**src/hw/rtl/mtpm_pkg.sv**
```systemverilog
// shared types, constants and codes of the multi-track pcm mixer
// no dependencies
`timescale 1ns / 1ps

package mtpm_pkg;

   localparam int NUM_SLOTS_DEF  = 4;
   localparam int INDEX_BITS_DEF = 24;

   localparam int SAMPLE_W      = 16;
   localparam int SAMPLE_FIELDS = 4;
   localparam int INDEX_OUT_W   = 24;
   localparam int VOL_W         = 8;
   localparam int GATE_W        = 15;
   localparam int SLOT_W        = 2;
   localparam int CSR_IDX_W     = 2;
   localparam int CSR_DATA_W    = 15;
   localparam int PIPE_STAGES   = 4;

   localparam int PERCENT_UNIT = 100;
   localparam int PROD_W       = 25;
   localparam int MAG_W        = 23;
   localparam int QUOT_W       = 17;
   localparam int THR_W        = 23;
   localparam int REM_W        = 24;
   localparam int RECIP_SHIFT  = 24;
   localparam int RECIP_MUL    = (1 << RECIP_SHIFT) / PERCENT_UNIT;
   localparam int QMUL_W       = 41;
   localparam int SAT_POS_MAG  = 32767;
   localparam int SAT_NEG_MAG  = 32768;

   localparam logic [VOL_W-1:0]  VOL_CEILING_RST    = 8'd100;
   localparam logic [VOL_W-1:0]  DEFAULT_VOLUME_RST = 8'd100;
   localparam logic [GATE_W-1:0] GATE_LEVEL_RST     = 15'd0;

   typedef enum logic {
      CMD_LOAD = 1'b0,
      CMD_MIX  = 1'b1
   } cmd_type;

   localparam logic [CSR_IDX_W-1:0] CSR_VOL_CEILING    = 2'd0;
   localparam logic [CSR_IDX_W-1:0] CSR_DEFAULT_VOLUME = 2'd1;
   localparam logic [CSR_IDX_W-1:0] CSR_GATE_LEVEL     = 2'd2;

   typedef struct packed {
      logic [VOL_W-1:0]  vol_ceiling;
      logic [VOL_W-1:0]  default_volume;
      logic [GATE_W-1:0] gate_level;
   } cfg_type;

   typedef struct packed {
      logic [SLOT_W-1:0]      slot;
      logic [INDEX_OUT_W-1:0] track_length;
      logic                   repeat_req;
      logic [VOL_W-1:0]       volume_percent;
   } load_type;

   typedef struct packed {
      logic                   load;
      logic                   mix;
      logic [PIPE_STAGES-1:0] en;
   } lane_ctl_type;

   typedef struct packed {
      logic [SAMPLE_FIELDS-1:0]                  active_mask;
      logic [SAMPLE_FIELDS-1:0][INDEX_OUT_W-1:0] next_index;
   } report_type;

endpackage

```
**src/hw/rtl/mtpm_merge.sv**
```systemverilog
// merging stage: sums the lane contributions with 16-bit wrap and byte-swaps the sum
// depends on mtpm_pkg
`timescale 1ns / 1ps

module mtpm_merge #(
   parameter int NUM_SLOTS = mtpm_pkg::NUM_SLOTS_DEF
) (
   input  logic                                         clock,
   input  logic                                         load_en,
   input  logic [NUM_SLOTS-1:0][mtpm_pkg::SAMPLE_W-1:0] contrib,
   output logic [mtpm_pkg::SAMPLE_W-1:0]                mix_word
);

   logic [mtpm_pkg::SAMPLE_W-1:0] sum;
   logic [mtpm_pkg::SAMPLE_W-1:0] mix_word_ff, mix_word_in;

   always_comb begin
      sum = '0;
      for (int i = 0; i < NUM_SLOTS; i++) begin
         sum = sum + contrib[i];
      end
   end

   assign mix_word_in = {sum[7:0], sum[15:8]};

   always_ff @(posedge clock) begin
      if (load_en) begin
         mix_word_ff <= mix_word_in;
      end
   end

   assign mix_word = mix_word_ff;

endmodule
```
**config.mk**
```make
export PLATFORM = sky130hd
export DESIGN_NAME = mtpm_merge
export DESIGN_NICKNAME = d
export VERILOG_FILES = /design/src/hw/rtl/mtpm_pkg.sv /design/src/hw/rtl/mtpm_merge.sv
export SDC_FILE = /design/constraint.sdc
export NUM_CORES = 1
export LEC_CHECK = 0
export BUFFER_PORTS_ARGS = -buffer_cell sky130_fd_sc_hd__buf_4
export CAP_MARGIN = 20
export CORE_MARGIN = 4
export CORE_UTILIZATION = 25
export DETAILED_ROUTE_END_ITERATION = 16
export GPL_ROUTABILITY_DRIVEN = 0
export HOLD_SLACK_MARGIN = 0.03
export PLACE_DENSITY = 0.53
export SETUP_SLACK_MARGIN = 0.4
export SLEW_MARGIN = 20
export SYNTH_ARGS = -nofsm -noshare
export SYNTH_HDL_FRONTEND = slang
export SYNTH_SLANG_ARGS = --single-unit
```
**constraint.sdc**
```tcl
create_clock -name clock -period 5 [get_ports clock]
set_input_delay 0.5 -clock clock [delete_from_list [all_inputs] [get_ports clock]]
set_output_delay 0.5 -clock clock [all_outputs]
set_load 0.01 [all_outputs]
```
# After elaboration in Yosys (flattened, before gate mapping)
# Cells that the tools add are included.
[word_totals]
elab_cells = 4
output_inout_bits = 16
inputBits = 66
reg_bits = 16
[classes]
add_sub_neg = 3
[ops]
columns = ["operator", "count"]
rows = [
  ["$add A16 B16 Y16", 3],
]

# Depth between registers and ports, before layout
[depth]
word_depth = 3
ltp_mapped = 11

# Worst setup path before layout
# Ideal clock, no wire load.
[synth_timing]
path_type = "in2reg"
startpoint = "in contrib[1] (netlist bit)"
endpoint = "reg mix_word_ff, in the netlist mix_word[7] (data pin)"
required_ns = 4.740
arrival_time_ns = 3.171
stages = 10
setup_ns = 0.260
n_path_buf = 0
path_slack_ns = 1.569
cell_sequence = "fa_1 fa_1 ha_1 fa_1 a21o_1 a221oi_2 o31ai_2 a211o_1 a21oi_2 xnor2_1"
[synth_between]
elab_chain_len = 3
[synth_rtl]
columns = ["element", "line_no", "source"]
rows = [
  ["start, declared", "mtpm_merge.sv:10", "input logic [NUM_SLOTS-1:0][mtpm_pkg::SAMPLE_W-1:0] contrib,"],
  ["$add A16 B16 Y16 (3 in a row)", "mtpm_merge.sv:20", "sum = sum + contrib[i];"],
  ["net sum, one bit", "mtpm_merge.sv:14", "logic [mtpm_pkg::SAMPLE_W-1:0] sum;"],
  ["end signal, assigned", "mtpm_merge.sv:28", "mix_word_ff <= mix_word_in;"],
  ["end, declared", "mtpm_merge.sv:15", "logic [mtpm_pkg::SAMPLE_W-1:0] mix_word_ff, mix_word_in;"],
]
# The timed path passes the listed nets, and every way through them passes these cells.
# A chain may end at the register's enable or synchronous reset.

# Worst setup path after layout
# Same ends and word-level chain as after synthesis.

==> results.json <==
{
  "rsz0062_at_grt": "false",
  "grt_max_degree": 17,
  "cts.htree.levels": 1,
  "relSlewSlack": 0.764,
  "max-vdd-ir-drop_mv": 0.112,
  "arrival_ns": 3.40,
  "antenna_found_initial": 0,
  "grt_first_pass_wirelength_um": 6550,
  "yosysUniqueCellTypes": 27,
  "synth-seq-area-share": 0.240,
  "powerDensity_nw_per_um2": 344,
  "die_area_um2": 9490,
  "setup_viol": 0,
  "fin_cells": 388,
  "synth_nets": 312,
  "crit_path_cell_trace": "buf_4 -> fa_1 -> fa_1 -> ha_1 -> fa_1 -> a21o_1 -> a221oi_2 -> o31ai_2 -> a211o_1 -> a21oi_2 -> xnor2_1",
  "worst_pin_slew_ns": 0.354,
  "synthSimpleGateAreaFrac": 0.0332,
  "cp-start-kind": "primary input",
  "synth_top_area_share": 0.300,
  "post_cts_buffers": 0,
  "yosys.area_share.adder": 0.394,
  "path_buf_inv": 1,
  "max_stage_delay_ns": 0.56,
  "netlist_instances": 201,
  "placed_area_um2": 2740,
  "clk_pin_slew_worst_paths_ns": 0.06,
  "maxCapViolCount": 0,
  "wl_um": 3890,
  "fillers": 811,
  "utilization": 0.358,
  "yosysTopAreaCell": "fa_1",
  "grt_pass1_vias": 1567,
  "synth_top_family_by_area": "adder cells",
  "ant_nets": 0,
  "postSynthRegisterBits": 16,
  "synth_area_leaders": "fa_1, edfxtp_1, inv_1",
  "num_vias": 1520,
  "drive_above_1_share": 0.308,
  "vias_per_cell": 3.92,
  "grtUsageTotal": 0.0821,
  "hold_buffers": 0,
  "die_h_um": 97.4,
  "io_pins": 82,
  "avgSynthCellArea_um2": 9.95,
  "clock-sinks": 16,
  "synthXorXnorAreaFrac": 0.0788,
  "hpwl_um": 3620,
  "p_total_uw": 955,
  "drtIter0Drc": 32,
  "crit_family": "adder cells",
  "final_hold_viol_count": 0,
  "postLayoutCellArea_um2": 2780,
  "period_needed_ns": 3.41,
  "synthesis.area_um2": 2000,
  "start_util": 0.257,
  "critical_path_class": "primary input to flop",
  "dp.cells": 384,
  "fmax_ghz": 0.294,
  "root_buffer": "clkbuf_8",
  "finalMaxSlewViolations": 0,
  "hp-class": "primary input to flop",
  "ys.warnings.count": 0,
  "cts_tree": "done",
  "grt_overflow": 0,
  "die_w_um": 97.4,
  "crit_top_cell": "fa_1",
  "clockBufferDepth": 2,
  "post-route-drc-count": 0,
  "portBuffers": 81,
  "fin_setup_tns_ns": 0,
  "status": "finished clean",
  "drt_pass1_iterations": 4,
  "finalCritPeriodShare": 0.681,
  "wl_per_cell_um": 10.0,
  "power_leakage_nw": 1.50,
  "area_growth_pct": 39.0,
  "worst_path_max_delay_cell": "fa_1",
  "rows": 32,
  "synth_mux_area_frac": 0,
  "largest_reg_flops": 16,
  "crit_path_end_kind": "flop",
  "cts_buffers": 3,
  "num_antenna_cells": 0,
  "crit_required_ns": 5.00,
  "core_um2": 7770,
  "nets": 398,
  "path_max_fanout": 3,
  "cts_resized": 0,
  "synth_compound_area_frac": 0.105
}
[per-layer routing]
metal	vias up	part of all wire	global-route usage
met3	6	0.070	0.0122
li1	775	-	-
met4	0	0.0095	0.0224
met2	52	0.50	0.149
met5	-	0	0
met1	687	0.42	0.101
[cell type report]
type	instances	area, um^2	area share
multi-input combinational	106	1220	0.440
timing repair buffer	81	608	0.219
sequential	16	480	0.173
inverter	79	297	0.107
tap	102	128	0.0459
clock buffer	3	41.3	0.0149
clock inverter	1	3.75	0.00135
[cells in the mapped netlist]
cell / instances
nor3_1: 1
and3_1: 2
a221o_1: 1
o31ai_2: 1
xor2_1: 5
nor2b_1: 1
inv_1: 79
o211ai_1: 1
o21a_1: 1
fa_1: 30
xnor2_1: 13
a21oi_1: 11
a211o_1: 1
and4_1: 1
a311oi_2: 1
nand2_1: 3
o21ai_0: 2
and2_1: 1
edfxtp_1: 16
a21oi_2: 1
nor2_1: 3
a31oi_1: 2
a21o_1: 5
nand3_1: 1
o21ai_1: 2
ha_1: 15
a221oi_2: 1
[final timing paths]
path,start,to,cells after the start,slack [ns]
worst max-delay path,contrib[1],mix_word[7],11,1.59
worst min-delay path,contrib[48],mix_word[8],2,0.57
[where the power goes]
part | internal (mW) | switching, mW
clock network | 0.0544 | 0.0427
logic | 0.299 | 0.301
registers | 0.241 | 0.0173
total | 0.594 | 0.361
[logic make-up after synthesis]
group	Yosys count
xor+xnor	18
buf+inv	79
fa+ha+maj	45
simple gates	13
flops	16
compound gates	30
[through the flow]
step,setup WS (ns),hold WS [ns]
floorplan,1.57,0.612
global placement,1.32,0.822
detailed placement,1.31,0.837
CTS,1.57,0.581
global route,1.44,0.581
finish,1.59,0.572
[cells in the final DEF (no fill, tap or decap)]
master     n
a21oi_2    1
fa_1      30
nand2_1    3
a221oi_2   1
buf_4     81
a311oi_2   1
o21ai_0    2
nor2_1     3
and4_1     1
a31oi_1    2
a21oi_1   11
inv_1     79
edfxtp_1  16
o31ai_2    1
o21a_1     1
and2_1     1
clkinv_1   1
a211o_1    1
a21o_1     5
nor2b_1    1
o211ai_1   1
nor3_1     1
clkbuf_8   3
xnor2_1   13
o21ai_1    2
a221o_1    1
xor2_1     5
nand3_1    1
ha_1      15
and3_1     2
No activity file was read; power rests on OpenSTA's default activity.
