--- config.mk ---
export PLATFORM = sky130hd
export DESIGN_NAME = mtpm_lane
export DESIGN_NICKNAME = d
export VERILOG_FILES = /design/src/hw/rtl/mtpm_pkg.sv /design/src/hw/rtl/mtpm_lane.sv
export SDC_FILE = /design/constraint.sdc
export NUM_CORES = 2
export LEC_CHECK = 0
export BUFFER_PORTS_ARGS = -buffer_cell sky130_fd_sc_hd__buf_4
export CORE_MARGIN = 1
export CORE_UTILIZATION = 60
export CTS_BUF_LIST = sky130_fd_sc_hd__clkbuf_16
export DETAILED_ROUTE_END_ITERATION = 8
export MAX_ROUTING_LAYER = met4
export PLACE_DENSITY = 0.78
export SYNTH_ARGS = -nofsm -noshare
export SYNTH_HDL_FRONTEND = slang
export SYNTH_SLANG_ARGS = --single-unit
--- constraint.sdc ---
create_clock -name clock -period 16.08 [get_ports clock]
set_input_delay 3.216 -clock clock [delete_from_list [all_inputs] [get_ports clock]]
set_output_delay 3.216 -clock clock [all_outputs]
set_load 0.02 [all_outputs]
--- src/hw/rtl/mtpm_pkg.sv ---
// shared types, constants and codes of the multi-track pcm mixer
// no dependencies
`timescale 1ns / 1ps

package mtpm_pkg;

   localparam int NUM_SLOTS_DEF  = 4;
   localparam int INDEX_BITS_DEF = 24;

   localparam int SAMPLE_W      = 16;
   localparam int SAMPLE_FIELDS = 4;
   localparam int INDEX_OUT_W   = 24;
   localparam int VOL_W         = 8;
   localparam int GATE_W        = 15;
   localparam int SLOT_W        = 2;
   localparam int CSR_IDX_W     = 2;
   localparam int CSR_DATA_W    = 15;
   localparam int PIPE_STAGES   = 4;

   localparam int PERCENT_UNIT = 100;
   localparam int PROD_W       = 25;
   localparam int MAG_W        = 23;
   localparam int QUOT_W       = 17;
   localparam int THR_W        = 23;
   localparam int REM_W        = 24;
   localparam int RECIP_SHIFT  = 24;
   localparam int RECIP_MUL    = (1 << RECIP_SHIFT) / PERCENT_UNIT;
   localparam int QMUL_W       = 41;
   localparam int SAT_POS_MAG  = 32767;
   localparam int SAT_NEG_MAG  = 32768;

   localparam logic [VOL_W-1:0]  VOL_CEILING_RST    = 8'd100;
   localparam logic [VOL_W-1:0]  DEFAULT_VOLUME_RST = 8'd100;
   localparam logic [GATE_W-1:0] GATE_LEVEL_RST     = 15'd0;

   typedef enum logic {
      CMD_LOAD = 1'b0,
      CMD_MIX  = 1'b1
   } cmd_type;

   localparam logic [CSR_IDX_W-1:0] CSR_VOL_CEILING    = 2'd0;
   localparam logic [CSR_IDX_W-1:0] CSR_DEFAULT_VOLUME = 2'd1;
   localparam logic [CSR_IDX_W-1:0] CSR_GATE_LEVEL     = 2'd2;

   typedef struct packed {
      logic [VOL_W-1:0]  vol_ceiling;
      logic [VOL_W-1:0]  default_volume;
      logic [GATE_W-1:0] gate_level;
   } cfg_type;

   typedef struct packed {
      logic [SLOT_W-1:0]      slot;
      logic [INDEX_OUT_W-1:0] track_length;
      logic                   repeat_req;
      logic [VOL_W-1:0]       volume_percent;
   } load_type;

   typedef struct packed {
      logic                   load;
      logic                   mix;
      logic [PIPE_STAGES-1:0] en;
   } lane_ctl_type;

   typedef struct packed {
      logic [SAMPLE_FIELDS-1:0]                  active_mask;
      logic [SAMPLE_FIELDS-1:0][INDEX_OUT_W-1:0] next_index;
   } report_type;

endpackage

--- src/hw/rtl/mtpm_lane.sv ---
// one track slot: play state, position counter and the scale/saturate/gate pipeline
// depends on mtpm_pkg
`timescale 1ns / 1ps

module mtpm_lane #(
   parameter int INDEX_BITS = mtpm_pkg::INDEX_BITS_DEF,
   parameter int LANE       = 0
) (
   input  logic                                  clock,
   input  logic                                  reset,
   input  mtpm_pkg::lane_ctl_type                ctl,
   input  mtpm_pkg::load_type                    load,
   input  mtpm_pkg::cfg_type                     cfg,
   input  logic signed [mtpm_pkg::SAMPLE_W-1:0]  raw_sample,
   output logic [INDEX_BITS-1:0]                 next_index,
   output logic                                  next_playing,
   output logic [mtpm_pkg::SAMPLE_W-1:0]         contrib
);

   logic [INDEX_BITS-1:0]       index_ff, index_in, length_ff, length_in, index_inc;
   logic                        playing_ff, playing_in, loop_ff, loop_in;
   logic [mtpm_pkg::VOL_W-1:0]  gain_ff, gain_in;
   logic                        hit, step;

   logic signed [mtpm_pkg::PROD_W-1:0] prod_ff, prod_in;
   logic                               act1_ff;
   logic [mtpm_pkg::VOL_W-1:0]         gain1_ff;

   logic [mtpm_pkg::PROD_W-1:0]  abs_val;
   logic [mtpm_pkg::QMUL_W-1:0]  qmul;
   logic [mtpm_pkg::MAG_W-1:0]   mag2_ff, mag2_in;
   logic [mtpm_pkg::QUOT_W-1:0]  qest2_ff;
   logic [mtpm_pkg::THR_W-1:0]   thr2_ff;
   logic                         neg2_ff, act2_ff;

   logic [mtpm_pkg::REM_W-1:0]   rem;
   logic [mtpm_pkg::QUOT_W-1:0]  quot3_ff, quot3_in;
   logic [mtpm_pkg::THR_W-1:0]   thr3_ff;
   logic                         neg3_ff, act3_ff;

   logic [mtpm_pkg::SAMPLE_W-1:0] sat_mag, contrib4_ff, contrib4_in;
   logic                          gate_pass;

   // track state update at the accepting edge
   assign hit       = ctl.load && (32'(load.slot) == 32'(LANE));
   assign step      = ctl.mix && playing_ff;
   assign index_inc = index_ff + INDEX_BITS'(1);

   always_comb begin
      index_in   = index_ff;
      length_in  = length_ff;
      playing_in = playing_ff;
      loop_in    = loop_ff;
      gain_in    = gain_ff;
      if (hit) begin
         length_in  = INDEX_BITS'(load.track_length);
         loop_in    = load.repeat_req;
         gain_in    = (load.volume_percent < cfg.vol_ceiling) ? load.volume_percent
                                                               : cfg.default_volume;
         index_in   = '0;
         playing_in = 1'b1;
      end else if (step) begin
         if (index_inc >= length_ff) begin
            index_in = '0;
            if (!loop_ff) begin
               playing_in = 1'b0;
            end
         end else begin
            index_in = index_inc;
         end
      end
   end

   always_ff @(posedge clock) begin
      if (reset) begin
         index_ff   <= '0;
         playing_ff <= 1'b0;
         loop_ff    <= 1'b0;
      end else begin
         index_ff   <= index_in;
         playing_ff <= playing_in;
         loop_ff    <= loop_in;
      end
   end

   always_ff @(posedge clock) begin
      length_ff <= length_in;
      gain_ff   <= gain_in;
   end

   assign next_index   = index_in;
   assign next_playing = playing_in;

   // stage 1: sample times gain
   assign prod_in = mtpm_pkg::PROD_W'(raw_sample)
                    * mtpm_pkg::PROD_W'($signed({1'b0, gain_ff}));

   always_ff @(posedge clock) begin
      if (ctl.en[0]) begin
         prod_ff  <= prod_in;
         act1_ff  <= step;
         gain1_ff <= gain_ff;
      end
   end

   // stage 2: magnitude, reciprocal estimate of /100, gate threshold
   assign abs_val = prod_ff[mtpm_pkg::PROD_W-1] ? mtpm_pkg::PROD_W'(-prod_ff)
                                                : mtpm_pkg::PROD_W'(prod_ff);
   assign mag2_in = abs_val[mtpm_pkg::MAG_W-1:0];
   assign qmul    = mtpm_pkg::QMUL_W'(mag2_in) * mtpm_pkg::QMUL_W'(mtpm_pkg::RECIP_MUL);

   always_ff @(posedge clock) begin
      if (ctl.en[1]) begin
         mag2_ff  <= mag2_in;
         qest2_ff <= qmul[mtpm_pkg::RECIP_SHIFT +: mtpm_pkg::QUOT_W];
         thr2_ff  <= mtpm_pkg::THR_W'(gain1_ff) * mtpm_pkg::THR_W'(cfg.gate_level);
         neg2_ff  <= prod_ff[mtpm_pkg::PROD_W-1];
         act2_ff  <= act1_ff;
      end
   end

   // stage 3: quotient correction, estimate is at most one low
   assign rem = mtpm_pkg::REM_W'(mag2_ff)
                - mtpm_pkg::REM_W'(qest2_ff) * mtpm_pkg::REM_W'(mtpm_pkg::PERCENT_UNIT);
   assign quot3_in = (rem >= mtpm_pkg::REM_W'(mtpm_pkg::PERCENT_UNIT))
                     ? qest2_ff + mtpm_pkg::QUOT_W'(1) : qest2_ff;

   always_ff @(posedge clock) begin
      if (ctl.en[2]) begin
         quot3_ff <= quot3_in;
         thr3_ff  <= thr2_ff;
         neg3_ff  <= neg2_ff;
         act3_ff  <= act2_ff;
      end
   end

   // stage 4: saturate, noise gate, restore sign
   always_comb begin
      if (neg3_ff) begin
         sat_mag = (quot3_ff > mtpm_pkg::QUOT_W'(mtpm_pkg::SAT_NEG_MAG))
                   ? mtpm_pkg::SAMPLE_W'(mtpm_pkg::SAT_NEG_MAG)
                   : quot3_ff[mtpm_pkg::SAMPLE_W-1:0];
      end else begin
         sat_mag = (quot3_ff > mtpm_pkg::QUOT_W'(mtpm_pkg::SAT_POS_MAG))
                   ? mtpm_pkg::SAMPLE_W'(mtpm_pkg::SAT_POS_MAG)
                   : quot3_ff[mtpm_pkg::SAMPLE_W-1:0];
      end
   end

   assign gate_pass = (mtpm_pkg::THR_W'(sat_mag) * mtpm_pkg::THR_W'(mtpm_pkg::PERCENT_UNIT))
                      > thr3_ff;
   assign contrib4_in = (act3_ff && gate_pass)
                        ? (neg3_ff ? mtpm_pkg::SAMPLE_W'(~sat_mag + 16'd1) : sat_mag)
                        : '0;

   always_ff @(posedge clock) begin
      if (ctl.en[3]) begin
         contrib4_ff <= contrib4_in;
      end
   end

   assign contrib = contrib4_ff;

   a_index_in_range: assert property (@(posedge clock) disable iff (reset)
      (playing_ff && (length_ff != '0)) |-> (index_ff < length_ff))
      else $error("playing track index beyond its length");

   a_load_rewinds: assert property (@(posedge clock) disable iff (reset)
      hit |=> (playing_ff && (index_ff == '0)))
      else $error("loaded track not started at index zero");

endmodule

# Word level (Yosys, flattened, before mapping)
# Cells that the tools add are included.
dict set report totals {
  reg_bits 215
}
dict set report classes {
  magnitude_cmp 6
  add_sub_neg 5
  reduce_logical 4
  bitwise 1
  n_mux 14
  multipliers 5
}
# op count
set op_table {}
lappend op_table {{24-bit 2-to-1 mux} 3}
lappend op_table {{16-bit 2-to-1 mux} 4}
lappend op_table {{23-bit by 16-bit multiplier with 39-bit output (second input constant)} 1}
lappend op_table {{16-bit by 9-bit multiplier with 25-bit output} 1}
lappend op_table {{24-bit by 1-bit adder with 24-bit output (second input constant)} 1}
lappend op_table {{24-bit >= comparator} 1}
lappend op_table {{24-bit by 7-bit >= comparator with 1-bit output (second input constant)} 1}
lappend op_table {{23-bit by 24-bit subtractor with 24-bit output} 1}
lappend op_table {{23-bit > comparator} 1}
lappend op_table {{8-bit by 15-bit multiplier with 23-bit output} 1}
lappend op_table {{23-bit 2-to-1 mux} 1}
lappend op_table {{23-bit negator} 1}
lappend op_table {{17-bit by 5-bit multiplier with 22-bit output (second input constant)} 1}
lappend op_table {{16-bit by 5-bit multiplier with 21-bit output (second input constant)} 1}
lappend op_table {{17-bit by 1-bit adder with 17-bit output (second input constant)} 1}
lappend op_table {{17-bit by 15-bit > comparator with 1-bit output (second input constant)} 1}
lappend op_table {{17-bit by 16-bit > comparator with 1-bit output (second input constant)} 1}
lappend op_table {{17-bit 2-to-1 mux} 1}
lappend op_table {{16-bit by 1-bit adder with 16-bit output (second input constant)} 1}
lappend op_table {{16-bit NOT} 1}
lappend op_table {{8-bit < comparator} 1}
lappend op_table {{8-bit 2-to-1 mux} 1}
lappend op_table {{1-bit 2-to-1 mux} 4}
lappend op_table {{1-bit logical AND} 3}
lappend op_table {{2-bit logical NOT} 1}

# Longest topological paths before layout
dict set report logic_depth {
  word_depth 6
  mapped_depth 32
  ltp_nobuf 30
}

# Worst setup path after synthesis
# No wires, ideal clock.
dict set report synth_path {
  kind {in2out}
  from {in load[34] in the netlist's numbering}
  to {out next_index[14]}
  path_buffers 1
  stages 7
  setup_slack_ps 7438
  arrival_time_ps 5426
  cell_sequence {nor2_1 > nand2_1 > inv_1 > clkbuf_1 > nor2_1 > a21oi_1 > nor2_1}
}
dict set report synth_between {
  elab_chain_len 3
}
# element line_no
set synth_rtl {}
lappend synth_rtl {{from (decl)} mtpm_lane.sv:12} ;# input mtpm_pkg::load_type load,
lappend synth_rtl {{2-bit logical NOT} mtpm_lane.sv:45} ;# assign hit = ctl.load && (32'(load.slot) == 32'(LANE));
lappend synth_rtl {{1-bit logical AND} mtpm_lane.sv:45}
lappend synth_rtl {{via hit} mtpm_lane.sv:23} ;# logic hit, step;
lappend synth_rtl {{24-bit 2-to-1 mux} mtpm_lane.sv:55} ;# if (hit) begin
lappend synth_rtl {{to (decl)} mtpm_lane.sv:15} ;# output logic [INDEX_BITS-1:0] next_index,
# The timed path passes the listed nets, and every way through them passes these cells.

# Final worst setup path
dict set report layout_path {
  from {reg index_ff[0]}
  to {out next_index[7]}
}
dict set report layout_between {
  elab_chain_len 5
}
# element line_no
set layout_rtl {}
lappend layout_rtl {{from (decl)} mtpm_lane.sv:20} ;# logic [INDEX_BITS-1:0] index_ff, index_in, length_ff, length_in, index_inc;
lappend layout_rtl {{from (signal assigned)} mtpm_lane.sv:80} ;# index_ff <= index_in;
lappend layout_rtl {{24-bit by 1-bit adder with 24-bit output (*)} mtpm_lane.sv:47} ;# assign index_inc = index_ff + INDEX_BITS'(1);
lappend layout_rtl {{24-bit >= comparator} mtpm_lane.sv:63} ;# if (index_inc >= length_ff) begin
lappend layout_rtl {{24-bit 2-to-1 mux (*)} mtpm_lane.sv:63}
lappend layout_rtl {{24-bit 2-to-1 mux (*)} mtpm_lane.sv:62} ;# end else if (step) begin
lappend layout_rtl {{24-bit 2-to-1 mux (*)} mtpm_lane.sv:55}
# Every way passes the cells marked *; elsewhere a longest branch is shown, timed or not.

==> impl_metrics.ini <==
[synth]
synth_area_leader_cell = fa_1
ys_types = 93
synth.yosys.warnings = 0
netlist.area_leader.share = 0.2393
synth_area_um2 = 29780
synth_area_leaders = fa_1 (24%), ha_1 (20%), edfxtp_1 (19%), inv_1 (8.9%), xnor2_1 (3.3%)
synth.avg_cell_area_um2 = 9.651
yosysSeqAreaShare = 0.2050
synth_top_flop_cell = edfxtp_1
synth_most_common_cell = inv_1
synth-seq-cells = 212
synth_edf_count = 186
ys_async_sr_fraction = 0
synth.net_count = 3999
synth_common_cells = inv_1 (708), ha_1 (467), fa_1 (356)
syn_inst = 3086

[floorplan]
die_w_um = 224.8
pin_count = 131
die_area_um2 = 50540
coreArea_um2 = 48950
start_util = 0.6084
die_y_um = 224.8
row_count = 81

[grt]
grt_max_degree = 64
track_usage = 0.2794
grt_pass1_wl_um = 111100
grt_pass1_vias = 22840
gr-total-overflow = 0
antenna_found_initial = 0

[clock_network]
cts_tree = built
cts_buffer_depth = 3
post_cts_resized = 0
clkSinkCount = 212
cts.htree.levels = 1
clock_latency_ns = 0.54
postCtsSetupRepairBufs = 0
root_buffer = clkbuf_16
cts_made_buffers = 25
cts_hold_buffers = 0
clk_pin_slew_ns = 0.06

[critical_path]
slowest_stage = a21oi_1
timing.rr.end = qest2_ff[16]
crit_type = register to output port
crit_arrival_ns = 5.46
cpPeakStageDelay_ns = 0.73
endpoint_kind = output port
crit_start = index_ff[0]
path_max_fanout = 12
crit_top_cell = nand3_1
crit_path_cell_trace = nand3_1, or4_1, or2_2, nor2_1, nand3_1, xnor2_1, ha_1, a21o_1, a21o_1, a21oi_1, o221ai_1, a21oi_1, nand3_1, o21ai_0, buf_4
crit_path_start_kind = register
reg2reg_depth = 26
worstReg2RegStart = prod_ff[0]
required_ns = 12.86
ff2ff_setup_slack_ns = 7.43
critPathCapture = next_index[7]

[detailed_routing]
drc = 0
wirelength_um = 65480
wl_per_cell_um = 16.81
drt-vias-per-instance = 5.515
postRouteAntennaNets = 0
vias = 21480
dr.pass1.iters = 7
drtIter0Drc = 1275

[timing]
fmax_mhz = 115.2
skew_ns = 0.01541
drv_slew = 0
grt_setup_unrepaired = no
setup_viol = 0
slew_headroom = 0.1903
setup_tns_ns = 0
layout_min_cycle_time_ns = 8.681
worstMarginPinSlew_ns = 1.205
hold_viol_final = 0
min_period_over_period = 0.5398

[final_layout]
finalNetCount = 4125
layout-drive-gt1-share = 0.07242
area_growth_pct = 8.385
antenna_cells = 0

[placed_design]
portBuffers = 130
gp_congestion = 0.9432
dp_hpwl_um = 55340

[run_status]
run_status = finished, final reports clean

[hold_path]
min_path_type = register to register
min_path_cells = 0

[run]
cap_violations = 0
## metrics by stage
step / cells / hold slack (ns) / setup slack, ns / instance area, µm² / utilization
6_report: 3895 / 0.4177 / 7.399 / 32280 / 0.6595
5_1_grt: 3895 / 0.4211 / 6.898 / 32280 / 0.6595
4_1_cts: 3895 / 0.4181 / 7.392 / 32280 / 0.6595
3_5_place_dp: 3849 / 0.4045 / 7.495 / 31480 / 0.6432
3_3_place_gp: 3849 / 0.4015 / 7.717 / 31480 / 0.6432
2_1_floorplan: 3086 / 0.4003 / 7.438 / 29780 / -
## registers in the layout, indices dropped and copies added (netlist names)
name        cells
act3_ff         1
thr3_ff        23
qest2_ff       17
prod_ff        24
mag2_ff        21
loop_ff         1
gain_ff         8
thr2_ff        23
quot3_ff       17
act1_ff         1
index_ff       24
contrib        16
neg2_ff         1
playing_ff      1
gain1_ff        8
length_ff      24
neg3_ff         1
act2_ff         1
## worst max-delay path, delay by kind of cell (launching register included)
kind	cells	cell delay [ns]
DFF	1	0.41
xor gates and xnor gates	1	0.20
adders and majority gates	1	0.27
and+or+nand+nor	6	2.10
AOI/OAI and AO/OA	6	1.73
buffers and inverters	1	0.21
## area by class of cell
class                           count  area [µm²]
Clock buffer                       25       625.6
Clock inverter                     21       172.7
Fill cell                        3876       16670
Inverter                          708        2658
Multi-Input combinational cell   2121       20810
Sequential cell                   212        6106
Tap cell                          664       830.8
Timing Repair Buffer              144        1081
## logic make-up (layout without fill, tap and decap cells)
kind of cell | after synthesis | after routing | share of synthesized area
AO/OA/AOI/OAI | 374 | 374 | 0.08389
buffers and inverters | 753 | 898 | 0.09637
adder cells (fa/ha/maj) | 823 | 823 | 0.4355
AND/OR/NAND/NOR | 747 | 747 | 0.1261
multiplexers | 12 | 12 | 0.004369
flip-flops | 212 | 212 | 0.2050
XOR/XNOR | 165 | 165 | 0.04877
## cells in the final DEF (no fill, tap or decap), drive strengths merged, types with 6 or more instances in the layout
cell type / netlist / routed
or4: 10 / 10
or3: 10 / 10
o211ai: 13 / 13
nor4: 12 / 12
and3: 10 / 10
o41ai: 7 / 7
a21boi: 9 / 9
nand2b: 17 / 17
a211oi: 17 / 17
or2: 8 / 8
and2: 154 / 154
buf: 7 / 144
nor2b: 14 / 14
nand4: 19 / 19
o21a: 18 / 18
ha: 467 / 467
a2111oi: 7 / 7
clkinv: 0 / 7
inv: 708 / 719
a21oi: 88 / 88
o31ai: 12 / 12
nor2: 133 / 133
o21ai: 91 / 91
nand3: 51 / 51
nor3: 37 / 37
xnor2: 111 / 111
dfxtp: 26 / 26
mux2: 8 / 8
a21o: 48 / 48
clkbuf: 38 / 25
nand2: 249 / 249
fa: 356 / 356
edfxtp: 186 / 186
o21bai: 10 / 10
a31oi: 12 / 12
xor2: 54 / 54
nor3b: 6 / 6
## metal layers
metal	wire, µm	vias to the layer above	global-route usage
li1	-	10240	-
met1	27810	10570	0.3514
met2	33100	550	0.4853
met3	2876	121	0.02835
met4	1691	0	0.06539
met5	0	-	-
## worst min path at each step
| stage | slack [ns] | from | to |
|---|---|---|---|
| floorplan | 0.40 | act1_ff | act2_ff |
| global placement | 0.40 | thr2_ff[4] | thr3_ff[4] |
| detailed placement | 0.40 | thr2_ff[18] | thr3_ff[18] |
| CTS | 0.42 | thr2_ff[21] | thr3_ff[21] |
| global route | 0.42 | thr2_ff[1] | thr3_ff[1] |
| finish | 0.42 | act2_ff | act3_ff |
Power is left out: the tool's default activity adds up to more than one toggle a clock period on the data nets, which glitch-free logic cannot reach.
